==> config.mk <==
export PLATFORM = sky130hd
export DESIGN_NAME = base64_stream_encoder_core
export DESIGN_NICKNAME = d
export VERILOG_FILES = /design/src/rtl/b64e_pkg.sv /design/src/rtl/b64e_front.sv /design/src/rtl/b64e_queue.sv /design/src/rtl/b64e_back.sv /design/src/rtl/base64_stream_encoder_core.sv
export SDC_FILE = /design/constraint.sdc
export NUM_CORES = 1
export LEC_CHECK = 0
export BUFFER_PORTS_ARGS = -buffer_cell sky130_fd_sc_hd__buf_2
export CORE_MARGIN = 5
export CORE_UTILIZATION = 50
export DETAILED_ROUTE_END_ITERATION = 6
export PLACE_DENSITY = 0.73
export SETUP_SLACK_MARGIN = 0.5
export SLEW_MARGIN = 40
export SYNTH_ARGS = -nofsm -noshare
export SYNTH_HDL_FRONTEND = slang
export SYNTH_SLANG_ARGS = --single-unit
==> constraint.sdc <==
create_clock -name clk -period 6.9 [get_ports clk]
set_input_delay 1.035 -clock clk [delete_from_list [all_inputs] [get_ports clk]]
set_output_delay 1.035 -clock clk [all_outputs]
set_load 0.02 [all_outputs]
==> src/rtl/b64e_pkg.sv <==
// Shared types, constants and the sextet-to-ASCII map for the Base64 encoder.
// No dependencies.
package b64e_pkg;

    typedef struct packed {
        logic [7:0] data_byte;
        logic       final_byte;
    } in_item_t;

    typedef struct packed {
        logic [7:0] char_code;
        logic       last_char;
    } out_item_t;

    // One symbol of a job: pad flag over a 6-bit sextet
    typedef struct packed {
        logic       pad;
        logic [5:0] sextet;
    } sym_t;

    // Work handed from front to back: up to four symbols
    typedef struct packed {
        sym_t [3:0] sym;
        logic [1:0] last_idx;
        logic       last_flag;
    } job_t;

    typedef struct packed {
        logic [1:0] phase;
    } front_status_t;

    localparam logic [1:0] PHASE_START  = 2'd0;
    localparam logic [1:0] PHASE_SECOND = 2'd1;
    localparam logic [1:0] PHASE_THIRD  = 2'd2;

    localparam logic [7:0] PAD_CHAR = 8'h3D;

    function automatic logic [7:0] sextet_char(input logic [5:0] v);
        logic [7:0] c;
        if (v < 6'd26)
            c = 8'h41 + {2'b00, v};
        else if (v < 6'd52)
            c = 8'h61 + {2'b00, v} - 8'd26;
        else if (v < 6'd62)
            c = 8'h30 + {2'b00, v} - 8'd52;
        else if (v == 6'd62)
            c = 8'h2B;
        else
            c = 8'h2F;
        return c;
    endfunction

endpackage

==> src/rtl/b64e_front.sv <==
// Front end: accepts bytes, tracks group phase and leftover bits, builds jobs.
// Depends on b64e_pkg.
module b64e_front (
    input  logic                    clk,
    input  logic                    rst_n,
    input  logic                    in_valid,
    output logic                    in_stall,
    input  b64e_pkg::in_item_t      in_data,
    input  logic                    q_full,
    output logic                    q_push,
    output b64e_pkg::job_t          q_job,
    output b64e_pkg::front_status_t status
);

    logic [1:0] phase_reg;
    logic [1:0] phase_next;
    logic [3:0] left_reg;
    logic [3:0] left_next;
    logic [7:0] b;
    logic       fin;

    assign in_stall     = q_full;
    assign q_push       = in_valid && !q_full;
    assign status.phase = phase_reg;
    assign b            = in_data.data_byte;
    assign fin          = in_data.final_byte;

    always_comb
    begin
        q_job           = '0;
        q_job.last_flag = fin;
        phase_next      = phase_reg;
        left_next       = left_reg;
        case (phase_reg)
            b64e_pkg::PHASE_SECOND:
            begin
                q_job.sym[0].sextet = {left_reg[1:0], b[7:4]};
                if (fin)
                begin
                    q_job.sym[1].sextet = {b[3:0], 2'b00};
                    q_job.sym[2].pad    = 1'b1;
                    q_job.last_idx      = 2'd2;
                    phase_next          = b64e_pkg::PHASE_START;
                    left_next           = 4'd0;
                end
                else
                begin
                    q_job.last_idx = 2'd0;
                    phase_next     = b64e_pkg::PHASE_THIRD;
                    left_next      = b[3:0];
                end
            end
            b64e_pkg::PHASE_THIRD:
            begin
                q_job.sym[0].sextet = {left_reg, b[7:6]};
                q_job.sym[1].sextet = b[5:0];
                q_job.last_idx      = 2'd1;
                phase_next          = b64e_pkg::PHASE_START;
                left_next           = 4'd0;
            end
            default:
            begin
                // start of group; the unused code behaves the same
                q_job.sym[0].sextet = b[7:2];
                if (fin)
                begin
                    q_job.sym[1].sextet = {b[1:0], 4'b0000};
                    q_job.sym[2].pad    = 1'b1;
                    q_job.sym[3].pad    = 1'b1;
                    q_job.last_idx      = 2'd3;
                    phase_next          = b64e_pkg::PHASE_START;
                    left_next           = 4'd0;
                end
                else
                begin
                    q_job.last_idx = 2'd0;
                    phase_next     = b64e_pkg::PHASE_SECOND;
                    left_next      = {2'b00, b[1:0]};
                end
            end
        endcase
    end

    always_ff @(posedge clk or negedge rst_n)
    begin
        if (!rst_n)
        begin
            phase_reg <= b64e_pkg::PHASE_START;
            left_reg  <= 4'd0;
        end
        else if (q_push)
        begin
            phase_reg <= phase_next;
            left_reg  <= left_next;
        end
    end

endmodule

==> src/rtl/b64e_queue.sv <==
// Small FIFO of jobs between front and back.
// Depends on b64e_pkg.
module b64e_queue #(
    parameter int DEPTH = 2
) (
    input  logic           clk,
    input  logic           rst_n,
    input  logic           push,
    input  b64e_pkg::job_t push_job,
    output logic           full,
    input  logic           pop,
    output logic           valid,
    output b64e_pkg::job_t head_job
);

    localparam int PTR_W = (DEPTH > 1) ? $clog2(DEPTH) : 1;
    localparam int CNT_W = $clog2(DEPTH + 1);
    localparam logic [PTR_W-1:0] LAST_PTR = PTR_W'(DEPTH - 1);
    localparam logic [CNT_W-1:0] FULL_CNT = CNT_W'(DEPTH);

    b64e_pkg::job_t   mem_reg [DEPTH];
    logic [PTR_W-1:0] wr_ptr_reg;
    logic [PTR_W-1:0] rd_ptr_reg;
    logic [CNT_W-1:0] count_reg;
    logic [CNT_W-1:0] count_next;

    assign full     = (count_reg == FULL_CNT);
    assign valid    = (count_reg != '0);
    assign head_job = mem_reg[rd_ptr_reg];

    always_comb
    begin
        count_next = count_reg;
        if (push && !pop)
            count_next = count_reg + CNT_W'(1);
        else if (pop && !push)
            count_next = count_reg - CNT_W'(1);
    end

    always_ff @(posedge clk or negedge rst_n)
    begin
        if (!rst_n)
        begin
            wr_ptr_reg <= '0;
            rd_ptr_reg <= '0;
            count_reg  <= '0;
        end
        else
        begin
            count_reg <= count_next;
            if (push)
                wr_ptr_reg <= (wr_ptr_reg == LAST_PTR) ? '0 : wr_ptr_reg + PTR_W'(1);
            if (pop)
                rd_ptr_reg <= (rd_ptr_reg == LAST_PTR) ? '0 : rd_ptr_reg + PTR_W'(1);
        end
    end

    always_ff @(posedge clk)
    begin
        if (push)
            mem_reg[wr_ptr_reg] <= push_job;
    end

endmodule

==> src/rtl/b64e_back.sv <==
// Back end: takes jobs from the queue, emits one character per cycle while out_stall is low.
// Depends on b64e_pkg.
module b64e_back (
    input  logic                clk,
    input  logic                rst_n,
    input  logic                q_valid,
    input  b64e_pkg::job_t      q_job,
    output logic                q_pop,
    output logic                out_valid,
    input  logic                out_stall,
    output b64e_pkg::out_item_t out_data
);

    b64e_pkg::job_t      job_reg;
    logic                busy_reg;
    logic [1:0]          idx_reg;
    logic                out_valid_reg;
    b64e_pkg::out_item_t out_data_reg;
    b64e_pkg::sym_t      cur_sym;
    logic                load;
    logic                emit;
    logic                done;

    assign load      = !out_valid_reg || !out_stall;
    assign emit      = busy_reg && load;
    assign done      = emit && (idx_reg == job_reg.last_idx);
    assign q_pop     = q_valid && (!busy_reg || done);
    assign cur_sym   = job_reg.sym[idx_reg];
    assign out_valid = out_valid_reg;
    assign out_data  = out_data_reg;

    always_ff @(posedge clk or negedge rst_n)
    begin
        if (!rst_n)
        begin
            busy_reg      <= 1'b0;
            idx_reg       <= 2'd0;
            out_valid_reg <= 1'b0;
        end
        else
        begin
            if (load)
                out_valid_reg <= emit;
            if (q_pop)
            begin
                busy_reg <= 1'b1;
                idx_reg  <= 2'd0;
            end
            else if (done)
            begin
                busy_reg <= 1'b0;
            end
            else if (emit)
            begin
                idx_reg <= idx_reg + 2'd1;
            end
        end
    end

    always_ff @(posedge clk)
    begin
        if (q_pop)
            job_reg <= q_job;
        if (emit)
        begin
            out_data_reg.char_code <= cur_sym.pad ? b64e_pkg::PAD_CHAR
                                                  : b64e_pkg::sextet_char(cur_sym.sextet);
            out_data_reg.last_char <= job_reg.last_flag && (idx_reg == job_reg.last_idx);
        end
    end

endmodule

==> src/rtl/base64_stream_encoder_core.sv <==
// Base64 stream encoder: byte in, one ASCII character per output transaction.
// Path: a byte's job is written to the queue, then into the back end's job register,
// and its characters leave from the back end's single output register, one per cycle
// while out_stall is low; a byte yields 1, 2, 3 or 4 characters, about 4/3 on average.
// Reset: rst_n async low clears group phase, leftover bits, queue and output valid.
// Depends on b64e_pkg, b64e_front, b64e_queue, b64e_back.
module base64_stream_encoder_core #(
    parameter int QUEUE_DEPTH = 2
) (
    input  logic                clk,
    input  logic                rst_n,
    input  logic                in_valid,
    output logic                in_stall,
    input  b64e_pkg::in_item_t  in_data,
    output logic                out_valid,
    input  logic                out_stall,
    output b64e_pkg::out_item_t out_data
);

    logic                    q_push;
    logic                    q_full;
    logic                    q_pop;
    logic                    q_valid;
    b64e_pkg::job_t          push_job;
    b64e_pkg::job_t          head_job;
    b64e_pkg::front_status_t front_status;

    b64e_front u_front (
        .clk      (clk),
        .rst_n    (rst_n),
        .in_valid (in_valid),
        .in_stall (in_stall),
        .in_data  (in_data),
        .q_full   (q_full),
        .q_push   (q_push),
        .q_job    (push_job),
        .status   (front_status)
    );

    b64e_queue #(
        .DEPTH (QUEUE_DEPTH)
    ) u_queue (
        .clk      (clk),
        .rst_n    (rst_n),
        .push     (q_push),
        .push_job (push_job),
        .full     (q_full),
        .pop      (q_pop),
        .valid    (q_valid),
        .head_job (head_job)
    );

    b64e_back u_back (
        .clk       (clk),
        .rst_n     (rst_n),
        .q_valid   (q_valid),
        .q_job     (head_job),
        .q_pop     (q_pop),
        .out_valid (out_valid),
        .out_stall (out_stall),
        .out_data  (out_data)
    );

`ifndef SYNTH
    a_final_resets_phase: assert property (@(posedge clk) disable iff (!rst_n)
        (in_valid && !in_stall && in_data.final_byte)
        |=> (front_status.phase == b64e_pkg::PHASE_START))
        else $error("group phase not cleared after final byte");

    a_pop_needs_entry: assert property (@(posedge clk) disable iff (!rst_n)
        q_pop |-> q_valid)
        else $error("job popped from empty queue");

    a_push_not_full: assert property (@(posedge clk) disable iff (!rst_n)
        q_push |-> !q_full)
        else $error("job pushed into full queue");

    a_phase_legal: assert property (@(posedge clk) disable iff (!rst_n)
        (front_status.phase == b64e_pkg::PHASE_START)
        || (front_status.phase == b64e_pkg::PHASE_SECOND)
        || (front_status.phase == b64e_pkg::PHASE_THIRD))
        else $error("group phase reached unused code");
`endif

endmodule

Word level (Yosys, flattened, before mapping):

Memory sizes are Yosys's and may differ from the RTL's. A register that Yosys moved wholly into a read port is not among the register bits.
Cells that the tools add are included.

* input bits: 13
* output and inout port bits: 11
* latch bits: 0
* memories kept: 1
* bits in read-only memories: 0
* RAM bits: 34
* register bits: 37
* logic and storage cells: 88

* shifts and indexed selects: 0
* multipliers: 0
* bitwise logic cells: 0
* order comparisons: 4
* add/subtract/negate cells: 10
* div/mod/pow operators: 0
* multiplexer cells: 32
* eq/ne operators: 6
* reductions and logical operators: 21

Memory list
* u_queue.mem_reg: words 2, bits a word 17, read ports 1, clocked after Yosys merged registers in 1, wr ports 1, RTL line b64e_queue.sv:21 `b64e_pkg::job_t mem_reg [DEPTH];`

Operators by type and width (number)
* $mux 8: 3
* $mux 2: 9
* $add 7x6->8 const A: 2
* $pmux 8 s2: 1
* $bmux 7 s2: 1
* $lt 6x6->1 const B: 2
* $mux 6: 2
* $pmux 6 s2: 1
* $mux 1: 10
* $pmux 4 s2: 1
* $reduce_bool 2->1: 4
* $sub 8x5->8 const B: 1
* $sub 8x6->8 const B: 1
* $add 6x6->7 const A: 1
* $logic_and 1x1->1: 7
* $mux 7: 1
* $eq 6x6->1 const B: 1
* $logic_not 1->1: 6
* $lt 6x5->1 const B: 1
* $add 2x1->2 const B: 2
* $eq 2x2->1 const B: 2
* $mux 4: 1
* $pmux 2 s2: 1
* $lt 2x3->1 const B: 1
* 9 further kinds: 11

Longest topological paths before layout:

* depth in word-level cells: 9
* gate-level depth with buffers: 11
* depth with buffers taken out: 9

Cells and area by module:

From an unflattened synthesis, not the netlist that was laid out.

* cell total of the unflattened synthesis: 336
* area total of the unflattened synthesis: 5287.6 sq um

By module, submodules not included
* b64e_queue: times used 1, sequential area each 1961.9 sq um, cells each 113, area an instance 2580.0 sq um
* b64e_back: times used 1, sequential area each 1301.2 sq um, cells each 138, area an instance 2015.7 sq um
* b64e_front: times used 1, sequential area each 150.1 sq um, cells each 85, area an instance 691.9 sq um

Least setup slack after synthesis:

Ideal clock, no wire load.

* path type: input -> register
* from: input port out_stall
* to: register u_queue.count_reg[1]
* arrival: 2.518 ns
* library setup time: 0.079 ns
* setup slack: 4.303 ns
* buffers on the path: 0
* data required time: 6.821 ns
* stages on the path: 7
* cell sequence: nand2_1 > nand3_1 > a21oi_2 > inv_2 > ha_1 > nor2_1 > xor2_1

* word-level cells in the longest chain between the ends: 9
* elaborated cells on any way between the ends: 11
* classes of those cells: mux (1); reduce/logical (10)

Ends and longest elaborated chain
* start, declared: RTL line base64_stream_encoder_core.sv:16 `input logic out_stall,`
* $logic_not 1->1 (*): RTL line b64e_back.sv:24 `assign load = !out_valid_reg || !out_stall;`
* $logic_or 1x1->1 (*): RTL line b64e_back.sv:24
* $logic_and 1x1->1 (*): RTL line b64e_back.sv:25 `assign emit = busy_reg && load;`
* $logic_and 1x1->1 (*): RTL line b64e_back.sv:26 `assign done = emit && (idx_reg == job_reg.last_idx);`
* $logic_or 1x1->1 (*): RTL line b64e_back.sv:27 `assign q_pop = q_valid && (!busy_reg || done);`
* $logic_and 1x1->1 (*): RTL line b64e_back.sv:27
* named net q_pop: RTL line base64_stream_encoder_core.sv:22 `logic q_pop;`
* $logic_not 1->1: RTL line b64e_queue.sv:34 `if (push && !pop)`
* $logic_and 1x1->1: RTL line b64e_queue.sv:34
* $mux 2 / $reduce_bool 2->1 (equally long branches)
* end signal, assigned: RTL line b64e_queue.sv:50 `count_reg <= count_next;`
* end, declared: RTL line b64e_queue.sv:24 `logic [CNT_W-1:0] count_reg;`

Mark *: on every way through the listed nets, which the timed path passes. The rest lies on a longest branch.
A chain may end at the register's enable or synchronous reset.

Worst setup path in the final report:

* from: register u_back.idx_reg[0]
* to: register u_back.out_data_reg, in the netlist u_back.out_data[3], data pin

* word-level cells in the longest chain between the ends: 7
* elaborated cells on any way between the ends: 15
* classes of those cells: add/sub (5); order compare (3); eq/ne (1); mux (6)

Ends and longest elaborated chain
* start, declared: RTL line b64e_back.sv:16 `logic [1:0] idx_reg;`
* start signal, assigned: RTL line b64e_back.sv:55 `idx_reg <= idx_reg + 2'd1;`
* $bmux 7 s2 (*): RTL line b64e_back.sv:28 `assign cur_sym = job_reg.sym[idx_reg];`
* $mux 7 (not written as such) (*): RTL line b64e_back.sv:28
* $add 6x6->7 / $eq 6x6->1 (equally long branches): RTL line b64e_pkg.sv:45, b64e_pkg.sv:46
* $sub 8x6->8 / $mux 3 (equally long branches): RTL line b64e_pkg.sv:45, b64e_pkg.sv:46
* $mux 8: RTL line b64e_pkg.sv:44 `else if (v < 6'd62)`
* $mux 8: RTL line b64e_pkg.sv:42 `else if (v < 6'd52)`
* $mux 8: RTL line b64e_pkg.sv:40 `if (v < 6'd26)`
* end, declared: RTL line b64e_back.sv:18 `b64e_pkg::out_item_t out_data_reg;`

Every way passes the cells marked *; elsewhere a longest branch is shown, timed or not. The select of a mux whose other input is x is not followed.

==> metrics.cfg <==
[placement]
dp_slack_ns = 3.943
hpwlAfterDp_um = 4359
gp_congestion = 0.8266
numPortBuffers = 23
placed_area_sq_um = 3771
dpl.cell_count = 384

[min_path]
min_path_cells = 1
holdCritPathClass = reg -> reg

[critical_path]
reg2regPathDepth = 8
crit_buf_inv = 1
r2r_slack_ns = 3.91
crit_type = reg -> reg
slowest_stage = dfrtp_1
critPathRequiredTime_ns = 6.98
crit_top_cell = mux2i_1
path_delay_family = flip-flops
critPathMaxStageDelay_ns = 0.79
crit_fanout = 18
start_kind = flop
cp.arrival_ns = 3.07
crit_path_end_kind = flop
cp_num_cells = 8
cp_cell_sequence = mux2i_1, nor2_2, inv_1, ha_1, and2_1, a221oi_4, mux2i_1, nand4_1

[timing]
setup-tns-final_ns = 0
timing.final.crit_period_ns = 2.988
hold_viol_final = 0
worst_pin_slew_ns = 0.7754
fin_skew_ns = 0.01212
fmax_mhz = 334.6
holdWs_ns = 0.5064
finalWorstSetupSlack_ns = 3.912
setup_viol = 0
rsz0062_at_grt = no
slew-limit-headroom_pct = 48.31
fin_crit_sh_pct = 43.31
drv_slew = 0

[die]
row_count = 30
die_area_sq_um = 8977
pin_count = 24
core_sq_um = 6907
die_h_um = 94.75
start_util_pct = 51.99
die_w_um = 94.75

[drt]
wire_per_inst_um = 15.43
drt_iter0_drc = 111
vias_per_cell = 5.450
routed-via-count = 2180
dr.pass1.iters = 4
drc = 0
drtAntennaViolNets = 0
totalWireLength_um = 6170

[clocking]
ctsHoldBuffers = 0
insertion_delay_ns = 0.34
cts_buffer_depth = 2
post-cts-setup-buffers = 0
cts-resized-gates = 0
cts.sinks = 74
cts_buffers = 9
htreeDepth = 3
clk_pin_slew_worst_paths_ns = 0.07
root_buffer = clkbuf_8
cts_tree = built

[power_and_ir_drop]
power.total_mw = 1.933
ir_drop_v = 0.0002748
p_leak_nw = 1.502
p_per_area_nw_per_um2 = 486.1

[layout]
final_util_pct = 57.57
largest_reg_flops = 34
finalNonFillerCells = 400
num_antenna_cells = 0
drive_gt1_share_pct = 21.05
final_nets = 324
nFillCells = 573
syn2layout_area_growth_pct = 10.73
fin_area_sq_um = 3976

[synthesis]
synth_compound_area_share_pct = 11.18
synth_cells = 278
syn_nets = 303
synthTopCellsByCount = edfxtp_1 (60), mux2_2 (17), nand2_1 (17)
yosys.area.top_type_share_pct = 50.17
synth.distinct_cells = 49
synth_edf_count = 60
yosys_warnings = 0
synth_simple_gate_area_share_pct = 10.66
synth_top_area_cell = edfxtp_1
synth_top_family_by_area = compound AO/OA/AOI/OAI gates
synth_area_leaders = edfxtp_1 (50%), dfrtp_1 (9.8%), mux2_2 (5.3%)
ys_async_sr_fraction_pct = 18.92
syn_avg_cell_area_sq_um = 12.92
synth_fa_ha_area_share_pct = 4.181
yosysMostFrequentCell = edfxtp_1
ys_ff_latch = 74
ys_seq_area_share_pct = 59.93
synth_xor_area_share_pct = 2.927
synth.area.mux_share_pct = 7.909
synth_top_flop_cell = edfxtp_1
synth_area_sq_um = 3591

[grt]
globalRoute.totalOverflow = 0
grt_max_degree = 22
antenna_found_initial = 0
grt_use_total_pct = 15.42
grt_pass1_vias = 2261
grt_pass1_wl_um = 10740

[flow_run]
maxCapViolCount = 0

[outcome]
status = finished clean

cell families after synthesis:
group / Yosys count
adder cells (fa/ha/maj): 12
multiplexers: 25
XOR/XNOR: 12
AND/OR/NAND/NOR: 74
AO/OA/AOI/OAI: 55
buffers and inverters: 26
flip-flops: 74
report_power, final:
part | total [mW] | switching (mW) | internal [mW]
clock | 0.340 | 0.154 | 0.186
combinational | 0.776 | 0.455 | 0.321
sequential | 0.817 | 0.111 | 0.705
total | 1.93 | 0.720 | 1.21
layout make-up:
| class | count | area (sq um) | share of cell area (%) |
|---|---|---|---|
| Clock buffer | 12 | 155.1 | 3.902 |
| Clock inverter | 4 | 50.05 | 1.259 |
| Inverter | 12 | 45.04 | 1.133 |
| Multi-Input combinational cell | 178 | 1331 | 33.48 |
| Sequential cell | 74 | 2152 | 54.12 |
| Tap cell | 96 | 120.1 | 3.021 |
| Timing Repair Buffer | 24 | 122.6 | 3.084 |
final timing paths:
kind / startpoint / endpoint
setup / recovery: u_back.idx_reg[0] / u_back.out_data[3]
hold / removal: u_queue.count_reg[1] / u_queue.count_reg[1]
setup reg to reg: u_back.idx_reg[0] / u_back.out_data[3]
hold reg to reg: u_queue.count_reg[1] / u_queue.count_reg[1]
max in group asynchronous: rst_n / u_back.idx_reg[1]
min in group asynchronous: rst_n / u_queue.wr_ptr_reg
metal layers:
metal  part of all wire (%)  global-route usage (%)
met1                     45                   19.34
met2                     49                   25.37
met3                    4.0                   3.825
met4                    2.1                   6.611
met5                      0                       0
placed cells by master (no fill, tap or decap), drive strengths merged, types with 2 or more instances in the layout:
cell type	synthesis	routed
a211oi	2	2
nor3b	2	2
mux2i	8	8
a22o	8	8
nand4	3	3
nand3b	3	3
xnor2	5	5
nor2b	6	6
edfxtp	60	60
and2	6	6
dfrtp	14	14
o21ai	11	11
a22oi	6	6
buf	5	24
nor3	3	3
xor2	7	7
or2	2	2
o211ai	4	4
a21o	2	2
a32oi	2	2
nor2	20	20
clkbuf	9	12
nand2b	4	4
o22ai	2	2
nand3	4	4
inv	12	12
clkinv	0	2
mux2	17	17
a31oi	5	5
ha	12	12
and3	2	2
a21oi	7	7
or3	2	2
nand2	17	17
Power figures use the tool's default switching activity.
